$ cat config.mk
export PLATFORM = sky130hd
export DESIGN_NAME = spectrum_peak_detect_snr
export DESIGN_NICKNAME = d
export VERILOG_FILES = /design/src/hdl/spd_pkg.sv /design/src/hdl/spd_front.sv /design/src/hdl/spd_queue.sv /design/src/hdl/spd_back.sv /design/src/hdl/spectrum_peak_detect_snr.sv
export SDC_FILE = /design/constraint.sdc
export NUM_CORES = 2
export LEC_CHECK = 0
export BUFFER_PORTS_ARGS = -buffer_cell sky130_fd_sc_hd__buf_4
export CAP_MARGIN = 20
export CORE_ASPECT_RATIO = 1.4
export CORE_MARGIN = 2
export CORE_UTILIZATION = 30
export DETAILED_ROUTE_END_ITERATION = 7
export MAX_ROUTING_LAYER = met4
export PLACE_DENSITY = 0.44
export SYNTH_ARGS = -nofsm -noshare
export SYNTH_HDL_FRONTEND = slang
export SYNTH_SLANG_ARGS = --single-unit
$ cat constraint.sdc
create_clock -name clk -period 38.3 [get_ports clk]
set_input_delay 1.915 -clock clk [delete_from_list [all_inputs] [get_ports clk]]
set_output_delay 1.915 -clock clk [all_outputs]
set_load 0.01 [all_outputs]
$ cat src/hdl/spd_pkg.sv
// ----------------------------------------------------------------------------
// spd_pkg: shared types and constants of the spectrum peak detector
// Beat layouts of both channels, the job passed from detection to the
// ratio unit, and the queue status bundle.
// ----------------------------------------------------------------------------
package spd_pkg;

	localparam int INT_W   = 24;
	localparam int IDX_W   = 20;
	localparam int RATIO_W = 24;
	localparam int THR_W   = 16;

	localparam logic [THR_W-1:0] THR_RESET = 16'd1280;

	typedef struct packed {
		logic [INT_W-1:0] intensity;
		logic [INT_W-1:0] noise_level;
		logic             last_sample;
	} in_beat_t;

	typedef struct packed {
		logic [IDX_W-1:0]   peak_index;
		logic [INT_W-1:0]   peak_intensity;
		logic [RATIO_W-1:0] peak_ratio;
		logic               last_peak;
	} out_beat_t;

	// one decision for the back end: a candidate, or the end of a spectrum
	typedef struct packed {
		logic             end_mark;
		logic [IDX_W-1:0] index;
		logic [INT_W-1:0] intensity;
	} job_t;

	typedef struct packed {
		logic full;
		logic empty;
	} q_stat_t;

endpackage

$ cat src/hdl/spd_front.sv
// ----------------------------------------------------------------------------
// spd_front: slope test and noise window bookkeeping
// Finds local maxima, keeps a running noise prefix sum, and hands each
// candidate with its window sum to the queue once the window is complete.
// Drains pending candidates after the last sample, then clears.
// ----------------------------------------------------------------------------
module spd_front
	import spd_pkg::*;
#(
	parameter int WINDOW_SIZE = 32
) (
	input  logic                                   clk,
	input  logic                                   arst_n,
	input  logic                                   in_valid,
	output logic                                   in_stall,
	input  in_beat_t                               in_data,
	output logic                                   push,
	output job_t                                   push_job,
	output logic [INT_W+$clog2(WINDOW_SIZE+1)-1:0] push_sum,
	input  q_stat_t                                q_stat
);

	localparam int HALF   = WINDOW_SIZE / 2;
	localparam int DECIDE = (HALF > 1) ? HALF - 1 : 1;
	localparam int PLEN   = HALF + 2;
	localparam int SUM_W  = INT_W + $clog2(WINDOW_SIZE + 1);
	localparam int FCW    = $clog2(DECIDE + 1);

	logic [INT_W-1:0]        prev_int_q;
	logic signed [INT_W:0]   prev_slope_q;
	logic                    have_prev_q;
	logic [IDX_W-1:0]        cnt_q;
	logic [SUM_W-1:0]        cum_q;
	logic [SUM_W-1:0]        pfx_q [PLEN];
	logic                    cflag_q [DECIDE];
	logic [INT_W-1:0]        cint_q [DECIDE];
	logic [IDX_W-1:0]        cidx_q [DECIDE];
	logic [SUM_W-1:0]        cbase_q [DECIDE];
	logic                    flush_q;
	logic [FCW-1:0]          fcnt_q;

	logic                    acc;
	logic                    step;
	logic                    flush_done;
	logic signed [INT_W:0]   slope;
	logic                    s_neg, s_zero, p_neg, p_zero;
	logic                    new_cand;
	logic [SUM_W-1:0]        cum_nx;
	logic [SUM_W-1:0]        sel_sum;
	logic                    cflag_nx [DECIDE];
	logic [INT_W-1:0]        cint_nx [DECIDE];
	logic [IDX_W-1:0]        cidx_nx [DECIDE];
	logic [SUM_W-1:0]        cbase_nx [DECIDE];

	assign in_stall   = flush_q | q_stat.full;
	assign acc        = in_valid & ~in_stall;
	assign step       = flush_q & ~q_stat.full;
	assign flush_done = step & (fcnt_q == FCW'(DECIDE - 1));

	assign slope  = $signed({1'b0, in_data.intensity}) - $signed({1'b0, prev_int_q});
	assign s_neg  = slope[INT_W];
	assign s_zero = (slope == '0);
	assign p_neg  = prev_slope_q[INT_W];
	assign p_zero = (prev_slope_q == '0);
	// slope changes sign (or touches zero) and is falling
	assign new_cand = have_prev_q
		& (((s_neg | s_zero) & ~p_neg) | (~s_neg & (p_neg | p_zero)))
		& (slope < prev_slope_q);

	assign cum_nx = cum_q + SUM_W'(in_data.noise_level);

	always_comb begin
		cflag_nx[0] = acc & new_cand;
		cint_nx[0]  = prev_int_q;
		cidx_nx[0]  = cnt_q - IDX_W'(1);
		cbase_nx[0] = pfx_q[PLEN-1];
		for (int k = 1; k < DECIDE; k++) begin
			cflag_nx[k] = cflag_q[k-1];
			cint_nx[k]  = cint_q[k-1];
			cidx_nx[k]  = cidx_q[k-1];
			cbase_nx[k] = cbase_q[k-1];
		end
	end

	// window sum = prefix now minus prefix just before the window;
	// a half window of one ends the window one sample before the newest
	assign sel_sum  = (flush_q || HALF == 1) ? cum_q : cum_nx;
	assign push_sum = sel_sum - cbase_nx[DECIDE-1];
	assign push     = (acc | step) & (cflag_nx[DECIDE-1] | flush_done);

	assign push_job.end_mark  = flush_done;
	assign push_job.index     = cidx_nx[DECIDE-1];
	assign push_job.intensity = cint_nx[DECIDE-1];

	always_ff @(posedge clk or negedge arst_n) begin
		if (!arst_n) begin
			prev_int_q   <= '0;
			prev_slope_q <= '0;
			have_prev_q  <= 1'b0;
			cnt_q        <= '0;
			cum_q        <= '0;
			flush_q      <= 1'b0;
			fcnt_q       <= '0;
			for (int k = 0; k < PLEN; k++) begin
				pfx_q[k] <= '0;
			end
			for (int k = 0; k < DECIDE; k++) begin
				cflag_q[k] <= 1'b0;
			end
		end else begin
			if (acc) begin
				prev_int_q  <= in_data.intensity;
				have_prev_q <= 1'b1;
				if (have_prev_q) begin
					prev_slope_q <= slope;
				end
				cnt_q    <= cnt_q + IDX_W'(1);
				cum_q    <= cum_nx;
				pfx_q[0] <= cum_nx;
				for (int k = 1; k < PLEN; k++) begin
					pfx_q[k] <= pfx_q[k-1];
				end
				if (in_data.last_sample) begin
					flush_q <= 1'b1;
					fcnt_q  <= '0;
				end
			end
			if (acc | step) begin
				for (int k = 0; k < DECIDE; k++) begin
					cflag_q[k] <= cflag_nx[k];
				end
			end
			if (step) begin
				fcnt_q <= fcnt_q + FCW'(1);
			end
			if (flush_done) begin
				// spectrum over: back to the after-reset state
				flush_q      <= 1'b0;
				prev_int_q   <= '0;
				prev_slope_q <= '0;
				have_prev_q  <= 1'b0;
				cnt_q        <= '0;
				cum_q        <= '0;
				for (int k = 0; k < PLEN; k++) begin
					pfx_q[k] <= '0;
				end
				for (int k = 0; k < DECIDE; k++) begin
					cflag_q[k] <= 1'b0;
				end
			end
		end
	end

	always_ff @(posedge clk) begin
		if (acc | step) begin
			for (int k = 0; k < DECIDE; k++) begin
				cint_q[k]  <= cint_nx[k];
				cidx_q[k]  <= cidx_nx[k];
				cbase_q[k] <= cbase_nx[k];
			end
		end
	end

	a_no_push_full: assert property (@(posedge clk) disable iff (!arst_n)
		push |-> !q_stat.full)
		else $error("job pushed into full queue");

	a_last_starts_drain: assert property (@(posedge clk) disable iff (!arst_n)
		acc && in_data.last_sample |=> flush_q && in_stall)
		else $error("drain did not start after last sample");

endmodule

$ cat src/hdl/spd_queue.sv
// ----------------------------------------------------------------------------
// spd_queue: small job FIFO between detection and ratio unit
// Register based, one push and one pop per cycle.
// ----------------------------------------------------------------------------
module spd_queue
	import spd_pkg::*;
#(
	parameter int WIDTH = 75,
	parameter int DEPTH = 4
) (
	input  logic             clk,
	input  logic             arst_n,
	input  logic             push,
	input  logic [WIDTH-1:0] push_data,
	input  logic             pop,
	output logic [WIDTH-1:0] pop_data,
	output q_stat_t          q_stat
);

	localparam int PW = (DEPTH > 1) ? $clog2(DEPTH) : 1;
	localparam int CW = $clog2(DEPTH + 1);

	logic [WIDTH-1:0] mem_q [DEPTH];
	logic [PW-1:0]    wr_q;
	logic [PW-1:0]    rd_q;
	logic [CW-1:0]    cnt_q;

	assign pop_data     = mem_q[rd_q];
	assign q_stat.full  = (cnt_q == CW'(DEPTH));
	assign q_stat.empty = (cnt_q == '0);

	always_ff @(posedge clk or negedge arst_n) begin
		if (!arst_n) begin
			wr_q  <= '0;
			rd_q  <= '0;
			cnt_q <= '0;
		end else begin
			if (push) begin
				wr_q <= (wr_q == PW'(DEPTH - 1)) ? '0 : wr_q + PW'(1);
			end
			if (pop) begin
				rd_q <= (rd_q == PW'(DEPTH - 1)) ? '0 : rd_q + PW'(1);
			end
			if (push && !pop) begin
				cnt_q <= cnt_q + CW'(1);
			end else if (pop && !push) begin
				cnt_q <= cnt_q - CW'(1);
			end
		end
	end

	always_ff @(posedge clk) begin
		if (push) begin
			mem_q[wr_q] <= push_data;
		end
	end

	a_cnt_bound: assert property (@(posedge clk) disable iff (!arst_n)
		cnt_q <= CW'(DEPTH))
		else $error("queue count past depth");

endmodule

$ cat src/hdl/spd_back.sv
// ----------------------------------------------------------------------------
// spd_back: SNR gate, ratio divider and last-peak hold
// Tests intensity*W*256 >= threshold*S, divides one quotient bit per cycle,
// and keeps the newest passed peak back until the next one or the end mark.
// ----------------------------------------------------------------------------
module spd_back
	import spd_pkg::*;
#(
	parameter int WINDOW_SIZE = 32
) (
	input  logic                                   clk,
	input  logic                                   arst_n,
	input  q_stat_t                                q_stat,
	output logic                                   pop,
	input  job_t                                   pop_job,
	input  logic [INT_W+$clog2(WINDOW_SIZE+1)-1:0] pop_sum,
	input  logic [THR_W-1:0]                       snr_threshold,
	output logic                                   out_valid,
	input  logic                                   out_stall,
	output out_beat_t                              out_data
);

	localparam int SUM_W  = INT_W + $clog2(WINDOW_SIZE + 1);
	localparam int NUM_W  = SUM_W + 8;
	localparam int PROD_W = SUM_W + THR_W;
	localparam int SAT_W  = SUM_W + RATIO_W;
	localparam int BW     = $clog2(RATIO_W);

	typedef enum logic [2:0] {
		S_IDLE,
		S_PREP,
		S_CHECK,
		S_DIV,
		S_EMIT
	} state_t;

	state_t             state_q;
	logic               end_q;
	logic [IDX_W-1:0]   idx_q;
	logic [INT_W-1:0]   int_q;
	logic [SUM_W-1:0]   sum_q;
	logic [NUM_W-1:0]   num_q;
	logic [PROD_W-1:0]  prod_q;
	logic [SUM_W-1:0]   rem_q;
	logic [RATIO_W-1:0] dvd_q;
	logic [BW-1:0]      bit_q;
	logic               held_valid_q;
	logic [IDX_W-1:0]   held_idx_q;
	logic [INT_W-1:0]   held_int_q;
	logic [RATIO_W-1:0] held_ratio_q;
	logic               out_valid_q;
	out_beat_t          out_q;

	logic               out_free;
	logic               emit_ok;
	logic               pass;
	logic               sat;
	logic [SUM_W:0]     rem_sh;
	logic               ge;
	logic [SUM_W-1:0]   rem_nx;

	assign pop       = (state_q == S_IDLE) & ~q_stat.empty;
	assign out_valid = out_valid_q;
	assign out_data  = out_q;
	assign out_free  = ~out_valid_q | ~out_stall;
	assign emit_ok   = ~held_valid_q | out_free;

	// zero window sum passes and saturates without a special case
	assign pass = (PROD_W'(num_q) >= prod_q);
	assign sat  = (SAT_W'(num_q) >= {sum_q, {RATIO_W{1'b0}}});

	assign rem_sh = {rem_q, dvd_q[RATIO_W-1]};
	assign ge     = (rem_sh >= {1'b0, sum_q});
	assign rem_nx = ge ? SUM_W'(rem_sh - {1'b0, sum_q}) : rem_sh[SUM_W-1:0];

	always_ff @(posedge clk or negedge arst_n) begin
		if (!arst_n) begin
			state_q      <= S_IDLE;
			end_q        <= 1'b0;
			idx_q        <= '0;
			int_q        <= '0;
			sum_q        <= '0;
			num_q        <= '0;
			prod_q       <= '0;
			rem_q        <= '0;
			dvd_q        <= '0;
			bit_q        <= '0;
			held_valid_q <= 1'b0;
			held_idx_q   <= '0;
			held_int_q   <= '0;
			held_ratio_q <= '0;
			out_valid_q  <= 1'b0;
			out_q        <= '0;
		end else begin
			if (out_valid_q && !out_stall) begin
				out_valid_q <= 1'b0;
			end
			case (state_q)
				S_IDLE: begin
					if (pop) begin
						end_q   <= pop_job.end_mark;
						idx_q   <= pop_job.index;
						int_q   <= pop_job.intensity;
						sum_q   <= pop_sum;
						state_q <= pop_job.end_mark ? S_EMIT : S_PREP;
					end
				end
				S_PREP: begin
					prod_q  <= PROD_W'(snr_threshold) * PROD_W'(sum_q);
					num_q   <= {(NUM_W-8)'(int_q) * (NUM_W-8)'(WINDOW_SIZE), 8'h00};
					state_q <= S_CHECK;
				end
				S_CHECK: begin
					if (!pass) begin
						state_q <= S_IDLE;
					end else if (sat) begin
						dvd_q   <= '1;
						state_q <= S_EMIT;
					end else begin
						// quotient fits RATIO_W bits: high part is the start remainder
						rem_q   <= SUM_W'(num_q >> RATIO_W);
						dvd_q   <= num_q[RATIO_W-1:0];
						bit_q   <= '0;
						state_q <= S_DIV;
					end
				end
				S_DIV: begin
					rem_q <= rem_nx;
					dvd_q <= {dvd_q[RATIO_W-2:0], ge};
					bit_q <= bit_q + BW'(1);
					if (bit_q == BW'(RATIO_W - 1)) begin
						state_q <= S_EMIT;
					end
				end
				S_EMIT: begin
					if (emit_ok) begin
						if (held_valid_q) begin
							out_valid_q          <= 1'b1;
							out_q.peak_index     <= held_idx_q;
							out_q.peak_intensity <= held_int_q;
							out_q.peak_ratio     <= held_ratio_q;
							out_q.last_peak      <= end_q;
						end
						if (end_q) begin
							held_valid_q <= 1'b0;
						end else begin
							held_valid_q <= 1'b1;
							held_idx_q   <= idx_q;
							held_int_q   <= int_q;
							held_ratio_q <= dvd_q;
						end
						state_q <= S_IDLE;
					end
				end
				default: begin
					state_q <= S_IDLE;
				end
			endcase
		end
	end

	a_div_rem: assert property (@(posedge clk) disable iff (!arst_n)
		state_q == S_DIV |-> rem_q < sum_q)
		else $error("divider remainder not below divisor");

	a_end_clears_hold: assert property (@(posedge clk) disable iff (!arst_n)
		state_q == S_EMIT && emit_ok && end_q |=> !held_valid_q && state_q == S_IDLE)
		else $error("held peak survived end of spectrum");

endmodule

$ cat src/hdl/spectrum_peak_detect_snr.sv
// ----------------------------------------------------------------------------
// spectrum_peak_detect_snr: streaming peak picker with SNR gate
// Local maxima of an intensity stream, kept when intensity over the mean of
// a WINDOW_SIZE noise window meets the Q8.8 threshold.
//  - in channel: one spectrum sample per beat; last_sample closes the spectrum.
//  - out channel: one passed peak per beat (index, intensity, Q16.8 ratio,
//    last_peak on the final peak of the spectrum).
//  - snr_threshold: write cfg_wdata with cfg_we high, only while idle.
//  - Input: one beat per cycle while the job queue is not full. After a
//    last_sample beat the input stalls until the pending candidates drain.
//  - Ratio unit per candidate: pop, multiply, compare, 24 divide steps,
//    emit if it passes; no divide steps if the ratio saturates, no emit if
//    it fails. Close passing peaks fill the queue and stall the input.
//  - A peak is decided WINDOW_SIZE/2-1 samples after it arrives (1 below 4)
//    and leaves when the next peak passes or the spectrum ends.
//  - out_stall holds the output register; the ratio unit waits on it while
//    the queue absorbs detection.
//  - Reset clears all spectrum state and loads threshold 5.0 (1280).
// ----------------------------------------------------------------------------
module spectrum_peak_detect_snr
	import spd_pkg::*;
#(
	parameter int WINDOW_SIZE = 32,
	parameter int QUEUE_DEPTH = 4
) (
	input  logic             clk,
	input  logic             arst_n,
	input  logic             in_valid,
	output logic             in_stall,
	input  in_beat_t         in_data,
	output logic             out_valid,
	input  logic             out_stall,
	output out_beat_t        out_data,
	input  logic             cfg_we,
	input  logic [THR_W-1:0] cfg_wdata
);

	// window sums need log2(W+1) bits above the sample width
	localparam int SUM_W = INT_W + $clog2(WINDOW_SIZE + 1);
	localparam int JOB_W = $bits(job_t) + SUM_W;

	logic [THR_W-1:0] thr_q;

	logic             push;
	job_t             push_job;
	logic [SUM_W-1:0] push_sum;
	logic             pop;
	logic [JOB_W-1:0] pop_data;
	job_t             pop_job;
	logic [SUM_W-1:0] pop_sum;
	q_stat_t          q_stat;

	// threshold register; the user writes it only between spectra, the block does not enforce it
	always_ff @(posedge clk or negedge arst_n) begin
		if (!arst_n) begin
			thr_q <= THR_RESET;
		end else if (cfg_we) begin
			thr_q <= cfg_wdata;
		end
	end

	// detection: slope test, prefix sums, candidate delay line
	spd_front #(
		.WINDOW_SIZE(WINDOW_SIZE)
	) u_front (
		.clk      (clk),
		.arst_n   (arst_n),
		.in_valid (in_valid),
		.in_stall (in_stall),
		.in_data  (in_data),
		.push     (push),
		.push_job (push_job),
		.push_sum (push_sum),
		.q_stat   (q_stat)
	);

	// decouples the front, one sample per cycle unless stalled, from the slow ratio unit
	spd_queue #(
		.WIDTH(JOB_W),
		.DEPTH(QUEUE_DEPTH)
	) u_queue (
		.clk       (clk),
		.arst_n    (arst_n),
		.push      (push),
		.push_data ({push_job, push_sum}),
		.pop       (pop),
		.pop_data  (pop_data),
		.q_stat    (q_stat)
	);

	assign pop_job = job_t'(pop_data[JOB_W-1:SUM_W]);
	assign pop_sum = pop_data[SUM_W-1:0];

	// SNR gate, divider, held peak and output register
	spd_back #(
		.WINDOW_SIZE(WINDOW_SIZE)
	) u_back (
		.clk           (clk),
		.arst_n        (arst_n),
		.q_stat        (q_stat),
		.pop           (pop),
		.pop_job       (pop_job),
		.pop_sum       (pop_sum),
		.snr_threshold (thr_q),
		.out_valid     (out_valid),
		.out_stall     (out_stall),
		.out_data      (out_data)
	);

endmodule
==> run_results.csv <==
group,metric,value,unit
synth,synth_ff_type,"edfxtp_1",
timing,setup_viol,0,
hold_path,min_to,"u_front.cint_q[0][97]$_DFFE_PP_",
drt,routedWlPerCell,18.9,µm
final_layout,nets,7972,
synth,ys_ff_latch,2334,
floorplanning,num_rows,253,
outcome,status,"complete, no violations",
floorplanning,die_h,694,µm
drt,drt_iter0_markers,3650,
place,io_buffers,140,
drt,drt-vias-per-instance,4.63,
grt,grt_antenna_before_repair,4,
grt,grt_use_total,13.4,%
clocking,cts-hold-fix-buffers,0,
timing,max_slew_margin,13.9,%
clocking,cts.repair.resized,0,
synth,netlist_instances,7092,
timing,rsz0062_at_grt,"false",
hold_path,hold_class,"reg2reg",
timing,whs,0.349,ns
worst_setup_path,arrival,8.42,ns
drt,drc,0,
clocking,worstSkewPairLatency,0.90,ns
synth,synth_edf_count,1336,
worst_setup_path,crit_fanout,31,
clocking,clkTransAtPathRegs,0.07,ns
synth,synthTopCellsByCount,"edfxtp_1 (1,336), dfrtp_1 (996), nand2_1 (658)",
worst_setup_path,critPathCaptureType,"register",
timing,max_freq,130,MHz
worst_setup_path,r2r_slack,30.60,ns
timing,period_needed,7.70,ns
floorplanning,core_area,0.339,mm²
synth,yosys-top-cells-area,"edfxtp_1 (39%), dfrtp_1 (24%), fa_1 (7.8%)",
grt,grt_start_max_net_pins,243,
clocking,clock_path_buffers,4,
synth,synth_seq_area_share,63.9,%
flow_run,maxCapViolCount,0,
timing,hold_viol_final,0,
worst_setup_path,r2r_start,"thr_q[15]$_DFFE_PN0P_",
timing,timing.final.crit_share,20.1,%
drt,finalWirelength,225,mm
final_layout,syn_to_final_growth,14.0,%
worst_setup_path,cp_data_required_time,39.02,ns
worst_setup_path,r2r_end,"u_back.prod_q[42]$_DFFE_PN0P_",
clocking,clkSinkCount,2334,
timing,worst_clock_skew,0.0878,ns
clocking,root_buffer,"clkbuf_16",
final_layout,fill_cells,32700,
floorplanning,initial_core_util,30.1,%
synth,syn_nets,7854,
synth,ys.warnings.count,0,
place,dp_hpwl,147,mm
hold_path,hold_start,"u_front.cint_q[0][73]$_DFFE_PP_",
floorplanning,dieWidth,497,µm
drt,vias,55000,
timing,tns,0,ns
grt,grt_pass1_wl,353,mm
grt,grt_overflow,0,
clocking,cts_setup_buffers,0,
synth,yosysTopAreaCell,"edfxtp_1",
clocking,cts_max_level,4,
worst_setup_path,cp-start-kind,"register",
grt,grt_pass1_vias,58900,
place,routabilityCongestion,0.861,
drt,dr.pass1.iters,7,
final_layout,layout-drive-gt1-share,12.9,%
synth,ys_types,86,
synth,synth_most_common_cell,"edfxtp_1",
synth,yosys.area.top_type_share,39.4,%
drt,antenna_left,0,
floorplanning,pin_count,141,
synth,syn_area_per_cell,14.4,µm²
floorplanning,dieArea,0.344,mm²
worst_setup_path,critPathKind,"reg2reg",
clocking,cts-buffers-inserted,235,
synth,synth_area,0.102,mm²
timing,worstMarginPinSlew,1.29,ns
hold_path,hold_path_depth,0,
clocking,cts_tree,"done",
timing,drv_slew,0,
synth,synthArstFlopShare,42.8,%
worst_setup_path,ff2ff_path_depth,21,
registers in the layout, indices dropped and copies added, names as in the netlist, 25 cells and up:
name,count
u_back.out_data,69
u_front.pfx_q,510
u_front.cbase_nx,30
u_front.cbase_q,420
u_queue.mem_q,300
u_back.prod_q,46
u_back.rem_q,30
u_back.sum_q,30
u_front.cidx_q,280
u_front.cint_q,336
u_front.prev_slope_q,25
worst max-delay path by stage:
stage,startpoint,to,depth (start not counted)
finish,thr_q[15]$_DFFE_PN0P_,u_back.prod_q[42]$_DFFE_PN0P_,21
global route,thr_q[15]$_DFFE_PN0P_,u_back.prod_q[42]$_DFFE_PN0P_,21
CTS,thr_q[15]$_DFFE_PN0P_,u_back.prod_q[42]$_DFFE_PN0P_,21
detailed placement,in_data[1],u_queue.mem_q[0][29]$_DFFE_PP_,21
global placement,in_data[1],u_queue.mem_q[0][29]$_DFFE_PP_,21
floorplan,in_valid,u_front.cbase_q[0][0]$_DFFE_PP_,5
kinds of logic after synthesis:
group,after synthesis,share of synthesized area [%]
flops,2334,63.9
simple gates,1345,6.17
compound gates,1250,9.04
buf+inv,974,3.60
fa+ha+maj,692,11.4
mux,341,4.56
xor+xnor,156,1.34
layout make-up:
type                    count  area [µm²]  area share, %
inverters                 627        2360           2.03
multi-input cells        3784       33200           28.6
well taps                4462        5580           4.81
repair buffers            228        1890           1.63
clock inverters           126        1390           1.20
diodes                      4        10.0        0.00862
flip-flops and latches   2334       65100           56.1
clock buffers             309        6600           5.68
cells in the final DEF, fill, tap and decap left out, types with 76 or more instances in the layout:
| cell | netlist | final |
|---|---|---|
| edfxtp_1 | 1336 | 1336 |
| dfrtp_1 | 996 | 993 |
| nand2_1 | 658 | 657 |
| inv_1 | 626 | 625 |
| a22o_1 | 515 | 515 |
| fa_1 | 395 | 395 |
| ha_1 | 297 | 297 |
| clkbuf_16 | 0 | 241 |
| o21ai_0 | 234 | 233 |
| mux2_2 | 233 | 233 |
| buf_4 | 1 | 216 |
| and2_1 | 210 | 204 |
| nor2_1 | 157 | 155 |
| a21oi_1 | 149 | 149 |
| a21o_1 | 86 | 86 |
| xnor2_1 | 80 | 80 |
| xor2_1 | 76 | 76 |
per-stage QoR:
| stage | utilization, % | cells | instance area [µm²] | worst slack [ns] |
|---|---|---|---|---|
| 2_1_floorplan | - | 7092 | 102000 | 5.99 |
| 3_3_place_gp | 31.9 | 11400 | 108000 | 30.07 |
| 3_5_place_dp | 31.9 | 11400 | 108000 | 30.07 |
| 4_1_cts | 34.2 | 11900 | 116000 | 30.50 |
| 5_1_grt | 34.3 | 11900 | 116000 | 30.18 |
| 6_report | 34.3 | 11900 | 116000 | 30.60 |
worst max-delay path: stages (launching register included):
cell and delay [ns]:
dfrtp_1 1.01, nand2_1 0.19, fa_1 0.54, fa_1 0.55, inv_1 0.06, fa_1 0.51
fa_1 0.54, fa_1 0.56, inv_1 0.06, fa_1 0.53, inv_1 0.04, ha_1 0.40
a21o_1 0.24, a221o_1 0.32, a211oi_1 0.16, a21boi_0 0.41, o211ai_1 0.30, a211oi_1 0.58
o31a_1 0.29, o21ai_1 0.09, xnor2_1 0.13, o21ai_0 0.08
metal layers:
layer | global-route usage [%] | up-vias | routed length [µm]
li1 | - | 25500 | -
met1 | 16.0 | 28200 | 93500
met2 | 22.6 | 856 | 113000
met3 | 1.73 | 455 | 7250
met4 | 6.03 | 0 | 11000
met5 | - | - | 0
Power is left out: the tool's default activity adds up to more than one toggle a clock period on the data nets, which glitch-free logic cannot reach.
